## config.mk

```make
export PLATFORM = sky130hd
export DESIGN_NAME = stiw_queue
export DESIGN_NICKNAME = d
export VERILOG_FILES = /design/src/stiw_pkg.sv /design/src/stiw_queue.sv
export SDC_FILE = /design/constraint.sdc
export NUM_CORES = 1
export LEC_CHECK = 0
export BUFFER_PORTS_ARGS = -buffer_cell sky130_fd_sc_hd__buf_2
export CAP_MARGIN = 15
export CORE_AREA = 2 2 76 93
export DETAILED_ROUTE_END_ITERATION = 12
export DIE_AREA = 0 0 78 95
export SLEW_MARGIN = 20
export SYNTH_ARGS = -nofsm -noshare
export SYNTH_HDL_FRONTEND = slang
export SYNTH_SLANG_ARGS = --single-unit
export TNS_END_PERCENT = 10
```

## constraint.sdc

```tcl
create_clock -name clock -period 2.2 [get_ports clock]
set_input_delay 0 -clock clock [delete_from_list [all_inputs] [get_ports clock]]
set_output_delay 0 -clock clock [all_outputs]
set_load 0.1 [all_outputs]
```

## src/stiw_pkg.sv

```systemverilog
// ============================================================================
// stiw_pkg
// shared types and codes for the smbios structure table type index walker
// ============================================================================
package stiw_pkg;

   // request operation codes (req_tuser)
   localparam logic [1:0] OP_BYTE  = 2'd0;
   localparam logic [1:0] OP_QUERY = 2'd1;
   localparam logic [1:0] OP_CLEAR = 2'd2;

   // command kinds handed from front to back
   localparam logic [1:0] CMD_NONE   = 2'd0;
   localparam logic [1:0] CMD_RECORD = 2'd1;
   localparam logic [1:0] CMD_QUERY  = 2'd2;
   localparam logic [1:0] CMD_CLEAR  = 2'd3;

   // structure header size in bytes
   localparam logic [7:0] HDR_SIZE = 8'd4;

   // index table geometry
   localparam int TYPE_COUNT = 256;
   localparam int ENTRY_W    = 32;

   localparam logic [15:0] COUNT_MAX = 16'hFFFF;

   // classified command, one per accepted request
   typedef struct packed {
      logic [1:0]  kind;
      logic [7:0]  type_sel;   // structure type or queried type
      logic [15:0] offset;     // start offset of counted structure
      logic        stopped;    // walk stop flag after this request
   } cmd_type;

endpackage

```

## src/stiw_queue.sv

```systemverilog
// ============================================================================
// stiw_queue
// two-entry command queue between front and back
// ============================================================================
module stiw_queue (
   input  logic              clock,
   input  logic              reset,
   input  logic              push_valid,
   output logic              push_ready,
   input  stiw_pkg::cmd_type push_cmd,
   output logic              pop_valid,
   input  logic              pop_ready,
   output stiw_pkg::cmd_type pop_cmd
);

   stiw_pkg::cmd_type slot_ff [2];
   logic              wr_ptr_ff, wr_ptr_in;
   logic              rd_ptr_ff, rd_ptr_in;
   logic [1:0]        count_ff, count_in;
   logic              push, pop;

   assign push_ready = (count_ff != 2'd2);
   assign pop_valid  = (count_ff != 2'd0);
   assign pop_cmd    = slot_ff[rd_ptr_ff];
   assign push       = push_valid && push_ready;
   assign pop        = pop_valid && pop_ready;

   always_comb begin
      wr_ptr_in = push ? ~wr_ptr_ff : wr_ptr_ff;
      rd_ptr_in = pop ? ~rd_ptr_ff : rd_ptr_ff;
      count_in  = count_ff;
      if (push && !pop) begin
         count_in = count_ff + 2'd1;
      end else if (pop && !push) begin
         count_in = count_ff - 2'd1;
      end
   end

   always_ff @(posedge clock) begin
      if (push) begin
         slot_ff[wr_ptr_ff] <= push_cmd;
      end
   end

   always_ff @(posedge clock) begin
      if (reset) begin
         wr_ptr_ff <= 1'b0;
         rd_ptr_ff <= 1'b0;
         count_ff  <= 2'd0;
      end else begin
         wr_ptr_ff <= wr_ptr_in;
         rd_ptr_ff <= rd_ptr_in;
         count_ff  <= count_in;
      end
   end

endmodule

```

== Yosys cells after proc, flatten, opt, wreduce, memory -nomap -nowiden ==
Memory sizes are Yosys's and may differ from the RTL's. A register that Yosys moved wholly into a read port is not among the register bits.
Cells that the tools add are included.

* Output and inout port bits: 29
* Bits of input ports: 31
* Register bits: 4
* RAM bits: 54
* Memories: 1

* Reduce and logical (&&, ||, !) cells: 8
* Equality and inequality tests: 1
* Bitwise logic cells: 2
* Muxes and demuxes: 6
* Add/sub/neg operators: 2

{| class="wikitable"
|+ Memories
! memory !! words !! width !! rd ports !! clocked after memory_dff !! wr ports !! RTL line !! source
|-
| slot_ff || 2 || 27 || 1 || 1 || 1 || stiw_queue.sv:16 || <nowiki>stiw_pkg::cmd_type slot_ff [2];</nowiki>
|}

{| class="wikitable"
|+ Operator list
! operator !! number
|-
| logical AND 1 bit || 4
|-
| two-way mux 1 bit || 4
|-
| two-way mux 2 bit || 2
|-
| nonzero test 2 bit || 2
|-
| adder 2 x 1 -> 2 bit (second input constant) || 1
|-
| logical NOT 1 bit || 2
|-
| inequality test 2 bit (second input constant) || 1
|-
| NOT 1 bit || 2
|-
| subtractor 2 x 1 -> 2 bit (second input constant) || 1
|}

== Depth between registers and ports, before layout ==
* Depth after elaboration: 6
* Mapped depth: 6
* Mapped depth without buffers: 6

== Worst setup path before layout ==
No wires, ideal clock.

* Path type: reg2reg
* Start point: register count_ff[0]
* End point: memory slot_ff[1][0] in the netlist's numbering, enable pin
* Required time: 1.814 ns
* Data arrival time: 2.085 ns
* Cell stages (with the launch flop): 3
* Path slack: -0.272 ns
* Library setup time: 0.386 ns
* Path buffers: 0
* Period minus slack after synthesis: 2.472 ns
* Path through: dfxtp_1 nand2b_1 and3_1

* Longest elaborated chain between the ends: 4

{| class="wikitable"
|+ RTL lines
! element !! RTL line !! source
|-
| start: declaration || stiw_queue.sv:19 || <nowiki>logic [1:0] count_ff, count_in;</nowiki>
|-
| start signal: assignment || stiw_queue.sv:53 || <nowiki>count_ff <= count_in;</nowiki>
|-
| inequality test 2 bit || stiw_queue.sv:22 || <nowiki>assign push_ready = (count_ff != 2'd2);</nowiki>
|-
| named net push_ready || stiw_queue.sv:9 || <nowiki>output logic push_ready,</nowiki>
|-
| logical AND 1 bit || stiw_queue.sv:25 || <nowiki>assign push = push_valid && push_ready;</nowiki>
|-
| two-way mux 1 bit || stiw_queue.sv:40 || <nowiki>if (push) begin</nowiki>
|-
| two-way mux 1 bit (implied by the code) || stiw_queue.sv:41 || <nowiki>slot_ff[wr_ptr_ff] <= push_cmd;</nowiki>
|-
| end: declaration || stiw_queue.sv:16 ||
|}

The timed path passes the listed nets, and every way through them passes these cells.

==> impl_metrics.yaml <==
run_status:
  run_status: "completed"
synthesis:
  ys_ff_latch: 59
  synth_edf_count: 54
  synth_fp_nets: 140
  yosys.area.top_type: "edfxtp_1"
  synth_cells: 108
  yosys.area.top_type_share: 0.748
  seq_area_frac_synth: 0.794
  yosysMostFrequentCell: "edfxtp_1"
  async_flop_share: 0
  synthTopCellsByArea: "edfxtp_1 (75%), mux2_2 (14%), dfxtp_1 (4.6%), xor2_1 (1.2%), buf_4 (0.69%)"
  ys.warnings.count: 0
  syn-cell-area_mm2: 0.00217
  ys.flop_type: "edfxtp_1"
  synthTopCellsByCount: "edfxtp_1 (54), mux2_2 (27), dfxtp_1 (5)"
  synth_cell_types: 18
  avgSynthCellArea_um2: 20.1
placement:
  dp_hpwl_um: 2650
  port_buffers: 59
  placed_cells: 255
  gp_congestion: 0.710
sta:
  max_freq_mhz: 567
  setup_viol: 0
  setup_tns_ns: 0
  fin_crit_sh: 0.802
  slew_headroom: 0.677
  worst_pin_slew_ns: 0.488
  fin_crit_ns: 1.76
  hold_violations: 0
  skew_ns: 0.00534
  drv_slew: 0
  rsz0062_at_grt: "false"
critical_path:
  cp.required_ns: 2.20
  startpoint_type: "flop"
  rr_worst_depth: 5
  endpoint_kind: "output port"
  path_class: "flop to output port"
  cp_data_arrival_time_ns: 1.76
  crit_fanout: 20
  rrSetupSlack_ns: 0.59
clock_network:
  clock_latency_ns: 0.33
  path_clk_slew_ns: 0.06
  clockBufferDepth: 2
  clkSinkCount: 59
  htreeDepth: 3
  cts-root-buf: "clkbuf_8"
  numCtsBuffers: 9
  cts_tree: "done"
power_and_ir_drop:
  pwr-share-clk: 0.165
  power_density_mw_per_mm2: 1400
  total_power_mw: 4.78
  seqPwrFrac: 0.308
  p_int_mw: 2.65
  combPwrFrac: 0.527
  ir_drop_v: 0.000997
  p_sw_mw: 2.13
  switching_share: 0.446
  p_leak_nw: 1.30
layout:
  fin_cells: 300
  fin_nets: 240
  diodes: 0
  area_delta_synth_final_pct: 57.0
  final_layout_size_suffix_gt1_frac: 0.498
detailed_routing:
  drc: 0
  met2_length_um: 2140
  dr.pass1.iters: 5
  vias: 1296
  drt_iter0_markers: 41
  ant_nets: 0
  wl_met1_um: 1600
  avgViaCountPerCell: 4.32
  met3_length_um: 206
  wl_um: 4100
  post_drt_wl_per_cell_um: 13.7
  dr.max_layer_used: "met4"
die:
  start_util: 0.328
  coreArea_mm2: 0.00661
  std_cell_rows: 33
  die_area_mm2: 0.00741
  ios: 60
  die_w_um: 78
  die_height_um: 95
grt:
  antenna_found_initial: 0
  grt_max_degree: 23
  grt_pass1_wl_um: 6620
  grt_pass1_vias: 1433
  track_usage: 0.125
  grt.overflow.total: 0
hold_path:
  holdPathStages: 4
  hold_class: "input port to flop"
flow_run:
  cap_viol_max_count: 0
[area by class of cell]
| type | instances | area, um2 |
|---|---|---|
| clock buffers | 9 | 124 |
| clock inverters | 7 | 35.0 |
| fillers | 567 | 3200 |
| inverters | 1 | 3.75 |
| multi-input cells | 45 | 425 |
| flip-flops and latches | 59 | 1720 |
| well taps | 87 | 109 |
| repair buffers | 92 | 986 |
[through the flow]
step / hold WS, ns / util / setup slack [ns] / cell area, um2
2_1_floorplan: 0.0691 / - / 0.106 / 2170
3_3_place_gp: 0.189 / 0.447 / 0.636 / 2960
3_5_place_dp: 0.193 / 0.447 / 0.604 / 2960
4_1_cts: 0.0980 / 0.515 / 0.384 / 3400
5_1_grt: 0.146 / 0.515 / 0.331 / 3400
6_report: 0.114 / 0.515 / 0.436 / 3400
[cell usage in the layout (no fill, tap or decap), types with 2 or more instances in the layout]
cell type       n
buf_2          36
buf_12         25
clkinv_2        3
o21ai_0         2
clkbuf_8        9
mux2_2         27
edfxtp_1       54
dlygate4sd3_1  29
xor2_1          3
clkinv_1        3
dfxtp_1         5
buf_4           2
nor2_1          3
a21oi_1         2
[logic make-up (layout without fill, tap and decap cells)]
kind of cell,after synthesis,in the layout,share of synthesized area
AOI/OAI and AO/OA,5,5,0.0138
xor gates and xnor gates,3,3,0.0121
adders and majority gates,1,1,0.00577
buffers and inverters,4,109,0.0110
DFF,59,59,0.794
muxes,27,27,0.140
and+or+nand+nor,9,9,0.0231
[final timing paths]
kind / to / startpoint
min reg2reg: flop / rd_ptr_ff$_SDFFE_PP0P_
min: flop / pop_ready
max: pop_cmd[4] / flop
max reg2reg: count_ff[1]$_SDFFE_PP0P_ / count_ff[0]$_SDFFE_PP0P_
[metal layers]
metal	track usage	vias up
met5	0	-
met4	0.0936	0
met3	0.0421	11
met2	0.211	46
met1	0.130	622
li1	-	617
[power by group through the flow]
stage / sequential (mW) / combinational, mW / clock, mW
3_3_place_gp: 1.49 / 2.49 / 0
5_1_grt: 1.49 / 2.61 / 0.870
6_report: 1.47 / 2.52 / 0.789
3_5_place_dp: 1.50 / 2.49 / 0
2_1_floorplan: 1.47 / 1.72 / 0
4_1_cts: 1.47 / 2.54 / 0.825
[state kept, by name, summed over array words and instances (netlist names), named ones only]
signal,flops
rd_ptr_ff,1
count_ff,2
wr_ptr_ff,1
slot_ff,54
[critical path, cell delays in order, from the launching register on]
cell and delay, ns:
dfxtp_1 0.55, buf_12 0.22, mux2_2 0.35, buf_2 0.29
[repair_timing]
| action | 4_1_cts | 5_1_grt |
|---|---|---|
| buffers inserted | 0 | 0 |
| hold endpoints to repair | 59 | 0 |
| hold buffers | 29 | 0 |
| resized for setup | 0 | 0 |
No activity file was read; power rests on OpenSTA's default activity.
