--- config.mk ---
export PLATFORM = sky130hd
export DESIGN_NAME = stiw_front
export DESIGN_NICKNAME = d
export VERILOG_FILES = /design/src/stiw_pkg.sv /design/src/stiw_front.sv
export SDC_FILE = /design/constraint.sdc
export NUM_CORES = 1
export LEC_CHECK = 0
export ABC_CLOCK_PERIOD_IN_PS = 5470
export BUFFER_PORTS_ARGS = -buffer_cell sky130_fd_sc_hd__buf_2
export CAP_MARGIN = 20
export CORE_MARGIN = 4
export CORE_UTILIZATION = 37
export DETAILED_ROUTE_END_ITERATION = 8
export SLEW_MARGIN = 10
export SYNTH_ARGS = -nofsm -noshare
export SYNTH_HDL_FRONTEND = slang
export SYNTH_SLANG_ARGS = --single-unit
--- constraint.sdc ---
create_clock -name clock -period 5.47 [get_ports clock]
set_input_delay 0 -clock clock [delete_from_list [all_inputs] [get_ports clock]]
set_output_delay 0 -clock clock [all_outputs]
set_load 0.005 [all_outputs]
--- src/stiw_pkg.sv ---
// ============================================================================
// stiw_pkg
// shared types and codes for the smbios structure table type index walker
// ============================================================================
package stiw_pkg;

   // request operation codes (req_tuser)
   localparam logic [1:0] OP_BYTE  = 2'd0;
   localparam logic [1:0] OP_QUERY = 2'd1;
   localparam logic [1:0] OP_CLEAR = 2'd2;

   // command kinds handed from front to back
   localparam logic [1:0] CMD_NONE   = 2'd0;
   localparam logic [1:0] CMD_RECORD = 2'd1;
   localparam logic [1:0] CMD_QUERY  = 2'd2;
   localparam logic [1:0] CMD_CLEAR  = 2'd3;

   // structure header size in bytes
   localparam logic [7:0] HDR_SIZE = 8'd4;

   // index table geometry
   localparam int TYPE_COUNT = 256;
   localparam int ENTRY_W    = 32;

   localparam logic [15:0] COUNT_MAX = 16'hFFFF;

   // classified command, one per accepted request
   typedef struct packed {
      logic [1:0]  kind;
      logic [7:0]  type_sel;   // structure type or queried type
      logic [15:0] offset;     // start offset of counted structure
      logic        stopped;    // walk stop flag after this request
   } cmd_type;

endpackage

--- src/stiw_front.sv ---
// ============================================================================
// stiw_front
// request intake and byte-level structure table parser
// ============================================================================
module stiw_front #(
   parameter int TABLE_ADDR_BITS = 16
) (
   input  logic                clock,
   input  logic                reset,
   input  logic                csr_wr_en,
   input  logic [7:0]          csr_wr_data,
   input  logic                in_valid,
   output logic                in_ready,
   input  logic [1:0]          in_op,
   input  logic [7:0]          in_byte,
   input  logic                in_last,
   input  logic [7:0]          in_qtype,
   output logic                push_valid,
   input  logic                push_ready,
   output stiw_pkg::cmd_type   push_cmd
);

   localparam int OFF_W = TABLE_ADDR_BITS + 1;

   localparam logic [1:0] PH_HEADER    = 2'd0;
   localparam logic [1:0] PH_FORMATTED = 2'd1;
   localparam logic [1:0] PH_STRINGS   = 2'd2;

   logic [7:0]       end_type_ff, end_type_in;
   logic [1:0]       phase_ff, phase_in;
   logic [7:0]       pos_ff, pos_in;
   logic [7:0]       len_ff, len_in;
   logic [7:0]       stype_ff, stype_in;
   logic             prev_zero_ff, prev_zero_in;
   logic [OFF_W-1:0] offset_ff, offset_in;
   logic [15:0]      start_ff, start_in;
   logic             stopped_ff, stopped_in;

   logic fire;
   logic rec;
   logic halt;
   logic byte_zero;

   assign in_ready  = push_ready;
   assign fire      = in_valid && push_ready;
   assign byte_zero = (in_byte == 8'd0);

   always_comb begin
      end_type_in  = csr_wr_en ? csr_wr_data : end_type_ff;
      phase_in     = phase_ff;
      pos_in       = pos_ff;
      len_in       = len_ff;
      stype_in     = stype_ff;
      prev_zero_in = prev_zero_ff;
      offset_in    = offset_ff;
      start_in     = start_ff;
      stopped_in   = stopped_ff;
      rec          = 1'b0;
      halt         = 1'b0;

      if (fire) begin
         case (in_op)
            stiw_pkg::OP_BYTE: begin
               if (!stopped_ff) begin
                  if (offset_ff[OFF_W-1]) begin
                     // table ran past capacity
                     stopped_in = 1'b1;
                  end else begin
                     case (phase_ff)
                        PH_HEADER: begin
                           if (pos_ff == 8'd0) begin
                              stype_in = in_byte;
                              start_in = 16'(offset_ff);
                           end else if (pos_ff == 8'd1) begin
                              len_in = in_byte;
                           end
                           if (pos_ff < stiw_pkg::HDR_SIZE) begin
                              pos_in = pos_ff + 8'd1;
                           end else if (stype_ff == end_type_ff ||
                                        len_ff < stiw_pkg::HDR_SIZE) begin
                              halt = 1'b1;
                           end else begin
                              rec = 1'b1;
                              if (len_ff == stiw_pkg::HDR_SIZE) begin
                                 phase_in     = PH_STRINGS;
                                 prev_zero_in = byte_zero;
                              end else begin
                                 phase_in = PH_FORMATTED;
                                 pos_in   = pos_ff + 8'd1;
                              end
                           end
                        end
                        PH_FORMATTED: begin
                           if (pos_ff >= len_ff) begin
                              phase_in     = PH_STRINGS;
                              prev_zero_in = byte_zero;
                           end else begin
                              pos_in = pos_ff + 8'd1;
                           end
                        end
                        PH_STRINGS: begin
                           if (byte_zero && prev_zero_ff) begin
                              phase_in     = PH_HEADER;
                              pos_in       = 8'd0;
                              prev_zero_in = 1'b0;
                           end else begin
                              prev_zero_in = byte_zero;
                           end
                        end
                        default: begin
                           phase_in = PH_HEADER;
                        end
                     endcase
                     if (!halt) begin
                        offset_in = offset_ff + OFF_W'(1);
                     end
                     stopped_in = halt || in_last;
                  end
               end
            end
            stiw_pkg::OP_CLEAR: begin
               phase_in     = PH_HEADER;
               pos_in       = 8'd0;
               len_in       = 8'd0;
               stype_in     = 8'd0;
               prev_zero_in = 1'b0;
               offset_in    = '0;
               start_in     = 16'd0;
               stopped_in   = 1'b0;
            end
            default: begin
            end
         endcase
      end
   end

   always_comb begin
      push_valid       = fire;
      push_cmd.stopped = stopped_in;
      push_cmd.offset  = start_ff;
      push_cmd.type_sel = in_qtype;
      if (rec) begin
         push_cmd.kind     = stiw_pkg::CMD_RECORD;
         push_cmd.type_sel = stype_ff;
      end else if (in_op == stiw_pkg::OP_QUERY) begin
         push_cmd.kind = stiw_pkg::CMD_QUERY;
      end else if (in_op == stiw_pkg::OP_CLEAR) begin
         push_cmd.kind = stiw_pkg::CMD_CLEAR;
      end else begin
         push_cmd.kind = stiw_pkg::CMD_NONE;
      end
   end

   always_ff @(posedge clock) begin
      if (reset) begin
         end_type_ff  <= 8'd127;
         phase_ff     <= PH_HEADER;
         pos_ff       <= 8'd0;
         len_ff       <= 8'd0;
         stype_ff     <= 8'd0;
         prev_zero_ff <= 1'b0;
         offset_ff    <= '0;
         start_ff     <= 16'd0;
         stopped_ff   <= 1'b0;
      end else begin
         end_type_ff  <= end_type_in;
         phase_ff     <= phase_in;
         pos_ff       <= pos_in;
         len_ff       <= len_in;
         stype_ff     <= stype_in;
         prev_zero_ff <= prev_zero_in;
         offset_ff    <= offset_in;
         start_ff     <= start_in;
         stopped_ff   <= stopped_in;
      end
   end

endmodule

# ---- Word level (Yosys, flattened, before mapping)
# Cells that the tools add are included.
dict set report totals {
  reg_bits 69
  input_bits 32
  out_inout_bits 29
}
dict set report op_classes {
  addsub 2
  n_lt_le_gt_ge 3
  n_eq_ne 23
  mux 69
  n_reduce_logical 16
}
# op n
set op_table {}
lappend op_table {{8-bit 2-to-1 mux} 17}
lappend op_table {{16-bit 2-to-1 mux} 4}
lappend op_table {{17-bit 2-to-1 mux} 3}
lappend op_table {{8-bit case mux with 2 select lines} 3}
lappend op_table {{17-bit case mux with 2 select lines} 1}
lappend op_table {{16-bit case mux with 2 select lines} 1}
lappend op_table {{1-bit 2-to-1 mux} 24}
lappend op_table {{8-bit case mux with 3 select lines} 1}
lappend op_table {{2-bit 2-to-1 mux} 10}
lappend op_table {{3-bit inequality test (second input constant)} 6}
lappend op_table {{9-bit AND reduction} 2}
lappend op_table {{17-bit by 1-bit adder with 17-bit output (second input constant)} 1}
lappend op_table {{8-bit logical NOT} 2}
lappend op_table {{8-bit by 3-bit < comparator with 1-bit output (second input constant)} 2}
lappend op_table {{2-bit inequality test (second input constant)} 6}
lappend op_table {{8-bit by 1-bit adder with 8-bit output (second input constant)} 1}
lappend op_table {{8-bit by 1-bit == test with 1-bit output (second input constant)} 1}
lappend op_table {{8-bit by 3-bit == test with 1-bit output (second input constant)} 1}
lappend op_table {{8-bit == test} 1}
lappend op_table {{8-bit >= comparator} 1}
lappend op_table {{4-bit inequality test (second input constant)} 2}
lappend op_table {{8-bit AND reduction} 1}
lappend op_table {{7-bit AND reduction} 1}
lappend op_table {{2-bit case mux with 3 select lines} 1}
lappend op_table {{14 further kinds} 20}

# ---- Longest topological paths before layout
dict set report depth {
  depth_word 14
  mapped_depth 11
  mapped_depth_nobuf 8
}

# ---- Worst setup path after synthesis
# No wires, ideal clock.
dict set report synth_path {
  path_kind {register -> register}
  startpoint {register pos_ff[0]}
  endpoint {register pos_ff[4]}
  t_arrival_ns 2.014
  setup_slack_ns 3.334
  stages_incl_launch_ff 9
  n_path_buf 0
  cell_sequence {dfxtp_1 inv_1 ha_1 nand2b_1 a2111oi_0 o211ai_1 nand2b_1 a31oi_1 a221o_1}
}
dict set report synth_between {
  elab_chain_cells 8
}
# element line
set synth_rtl {}
lappend synth_rtl {{start, declared} stiw_front.sv:31} ;# logic [7:0] pos_ff, pos_in;
lappend synth_rtl {{start signal, assigned} stiw_front.sv:168} ;# pos_ff <= pos_in;
lappend synth_rtl {{8-bit by 1-bit adder with 8-bit output} {stiw_front.sv:78, stiw_front.sv:89, stiw_front.sv:98}}
lappend synth_rtl {{8-bit 2-to-1 mux} stiw_front.sv:84} ;# if (len_ff == stiw_pkg::HDR_SIZE) begin
lappend synth_rtl {{8-bit 2-to-1 mux} stiw_front.sv:79} ;# end else if (stype_ff == end_type_ff ||
lappend synth_rtl {{8-bit 2-to-1 mux} stiw_front.sv:77} ;# if (pos_ff < stiw_pkg::HDR_SIZE) begin
lappend synth_rtl {{8-bit case mux with 3 select lines} stiw_front.sv:69} ;# case (phase_ff)
lappend synth_rtl {{8-bit 2-to-1 mux} stiw_front.sv:65} ;# if (offset_ff[OFF_W-1]) begin
lappend synth_rtl {{8-bit 2-to-1 mux} stiw_front.sv:64} ;# if (!stopped_ff) begin
lappend synth_rtl {{8-bit case mux with 2 select lines} stiw_front.sv:62} ;# case (in_op)
# Parallel ways exist; a longest one is shown, timed or not. The select of a mux whose other input is x is not followed.
# A chain may end at the register's enable or synchronous reset.

==> summary.md <==
| Metric | Value |
|---|---|
| Final setup fails | `0` |
| Crit path launch type | `flip-flop` |
| Largest net degree at the start of global routing | `43` |
| PD cells | `253 nW/µm²` |
| Yosys top cell area share | `0.370` |
| First-pass GRT wire length | `15700 µm` |
| Drt wl/cell | `15.1 µm` |
| RSZ-0062 raised after global routing | `false` |
| CP Class | `flip-flop to output pin` |
| DR DRC count | `0` |
| Status | `finished, final reports clean` |
| CP Data Required Time | `5470 ps` |
| Top cells by area, synth | `dfxtp_1 (37%), nand2_1 (5.3%), mux2i_1 (4.8%)` |
| Synth area leader | `dfxtp_1` |
| DP Worst Slack | `2810 ps` |
| Area of the multi-input gates | `2150 µm²` |
| Pwr Total | `0.00111 W` |
| H-tree depth | `3` |
| Mapped Cells | `442` |
| Worst setup margin | `2870 ps` |
| Finished Core Util | `0.447` |
| Synthesized flop and latch total | `69` |
| Leak | `1.82 nW` |
| Starting Density | `0.380` |
| Fin. Hold Viols | `0` |
| Iter 0 DRT Violations | `157` |
| Port Buffers | `60` |
| Slew margin rel. | `0.357` |
| GR Overflow Total | `0` |
| CTS tree | `yes` |
| Clk Latency, worst-skew pair | `350 ps` |
| Resized cells post-CTS | `0` |
| Crit Path Max Fanout | `9` |
| Synth Cell Area | `3730 µm²` |
| Syn Nets | `488` |
| Post-synth EDFFs | `0` |
| Slew @ Worst Pin | `962 ps` |
| Max rail drop VDD | `0.160 mV` |
| Nets | `542` |
| Area delta synth->final | `17.5%` |
| Worst path cell trace | `nor4_4, and2_1, nor3_1, nand3_1, mux2_2, buf_2` |
| Initial antenna violation count | `0` |
| Max Cap Violations | `0` |
| Core area | `9820 µm²` |
| YS warnings | `0` |
| Gr usage total | `0.166` |
| Tmin final | `2600 ps` |
| Fmax | `385 MHz` |
| Die width | `108 µm` |
| Prevailing post-synth register cell | `dfxtp_1` |
| Hold Path Class | `input pin to flip-flop` |
| Critical Path Sink Type | `output pin` |
| Fin crit share | `0.474` |
| Seq/Total Area, Yosys | `0.370` |
| Drt total wl | `9580 µm` |
| Fin. max-slew vios | `0` |
| Mapped Avg Cell Area | `8.45 µm²` |
| Synth cell types | `57` |
| WP buf/inv | `1` |
| Diode count | `0` |
| TritonCTS Buffers | `9` |
| Ys async rst share | `0` |
| Layout Skew | `10.8 ps` |
| Register Area | `1380 µm²` |
| Largest stage delay, worst path | `430 ps` |
| Max Root-Sink Buffers | `2` |
| Die Y | `108 µm` |
| Die area | `11800 µm²` |
| Slowest cell on crit path | `nor4_4` |
| Crit path DAT | `2600 ps` |
| Post-DRT Antenna Nets | `0` |
| # IOs | `61` |
| Via density | `5.29` |
| Total number of vias | `3351` |
| Post-CTS Hold Buffers | `8` |
| Vias in the first global route | `3294` |
| Drt pass-1 iters | `4` |
| FILL cells | `1012` |
| TNS Setup | `0 ps` |
| DP Wirelength | `6790 µm` |
| R2r setup slk | `2940 ps` |
| Share of cells above drive strength 1 | `0.200` |
| Root buf cell | `clkbuf_8` |
| Leading cell type in the layout, fill and taps excluded | `dfxtp_1` |
| CP delay by family, top | `simple AND/OR/NAND/NOR gates` |
| Gpl congestion | `0.828` |
| Reg clk slew, reported paths | `80 ps` |
| FP Rows | `36` |
| Clock sinks | `69` |
| Post-CTS setup buffer count | `0` |
| Most frequent cells in the layout | `dfxtp_1 (69), buf_2 (60), nand2_1 (53)` |
-- synth_stat cells (3+ instances only) --
cell type and number:
a2111oi_0 3, a211oi_1 3, a21o_1 4, a21oi_1 34, a221o_1 5, a31o_2 3, a31oi_1 8, and2_1 4
and3_1 9, and4_1 3, buf_2 6, buf_4 3, clkbuf_1 16, dfxtp_1 69, ha_1 14, inv_1 22
mux2_2 9, mux2i_1 18, nand2_1 53, nand2b_1 3, nand3_1 12, nand3b_1 12, nand4_1 6, nor2_1 37
nor2b_1 11, nor3_1 4, nor4_1 8, o21ai_0 6, or3_1 9, xnor2_1 14
-- area by class of cell --
| type | count | area share |
|---|---|---|
| Sequential cell | 69 | 0.315 |
| Clock buffer | 9 | 0.0282 |
| Clock inverter | 7 | 0.0225 |
| Inverter | 22 | 0.0188 |
| Multi-Input combinational cell | 325 | 0.489 |
| Timing Repair Buffer | 69 | 0.0884 |
| Tap cell | 133 | 0.0379 |
-- power breakdown --
part           total (W)  leakage [nW]  internal (W)  switching, W
clock network   0.000474         0.110      0.000259      0.000215
registers       0.000524         0.559      0.000513     0.0000103
logic           0.000110          1.15     0.0000467     0.0000634
total            0.00111          1.82      0.000819      0.000289
-- worst reg2reg max path, stage by stage (launching register included) --
cell     delay [ps]
dfxtp_1         390
xnor2_1         140
nand4_1         250
o21ai_2         480
a21oi_1         190
nor2_1          780
nor4_1          150
-- through the flow --
stage,cell area (µm²),instances,hold slack [ps]
2_1_floorplan,3730,442,80.8
3_3_place_gp,4080,610,182
3_5_place_dp,4080,610,187
4_1_cts,4390,634,8.61
5_1_grt,4390,634,15.9
6_report,4390,634,6.81
-- flip-flops by register name, summed over array words and instances (netlist names) --
register / count
stopped_ff: 1
len_ff: 8
offset_ff: 17
phase_ff: 2
stype_ff: 8
start_ff: 16
prev_zero_ff: 1
pos_ff: 8
end_type_ff: 8
-- worst paths after layout --
path,start,to,depth (start not counted)
hold / removal,in_byte[7],prev_zero_ff$_SDFFE_PP0P_,4
hold reg to reg,start_ff[1]$_SDFFE_PP0P_,start_ff[1]$_SDFFE_PP0P_,2
setup reg to reg,stype_ff[0]$_SDFFE_PP0P_,offset_ff[15]$_SDFFE_PP0P_,6
setup / recovery,pos_ff[3]$_SDFFE_PP0P_,push_cmd[21],6
-- per-layer routing --
| layer | wire (µm) | track usage | share of wire |
|---|---|---|---|
| met1 | 4320 | 0.208 | 0.45 |
| met2 | 4720 | 0.286 | 0.49 |
| met3 | 433 | 0.0424 | 0.045 |
| met4 | 111 | 0.0379 | 0.012 |
| met5 | 0 | 0 | 0 |
-- cell families after synthesis --
logic type | after synthesis | share of synthesized area
compound gates | 89 | 0.165
xor+xnor | 14 | 0.0328
fa+ha+maj | 14 | 0.0469
buf+inv | 48 | 0.0553
flops | 69 | 0.370
mux | 27 | 0.0754
simple gates | 181 | 0.255
Power figures use the tool's default switching activity.
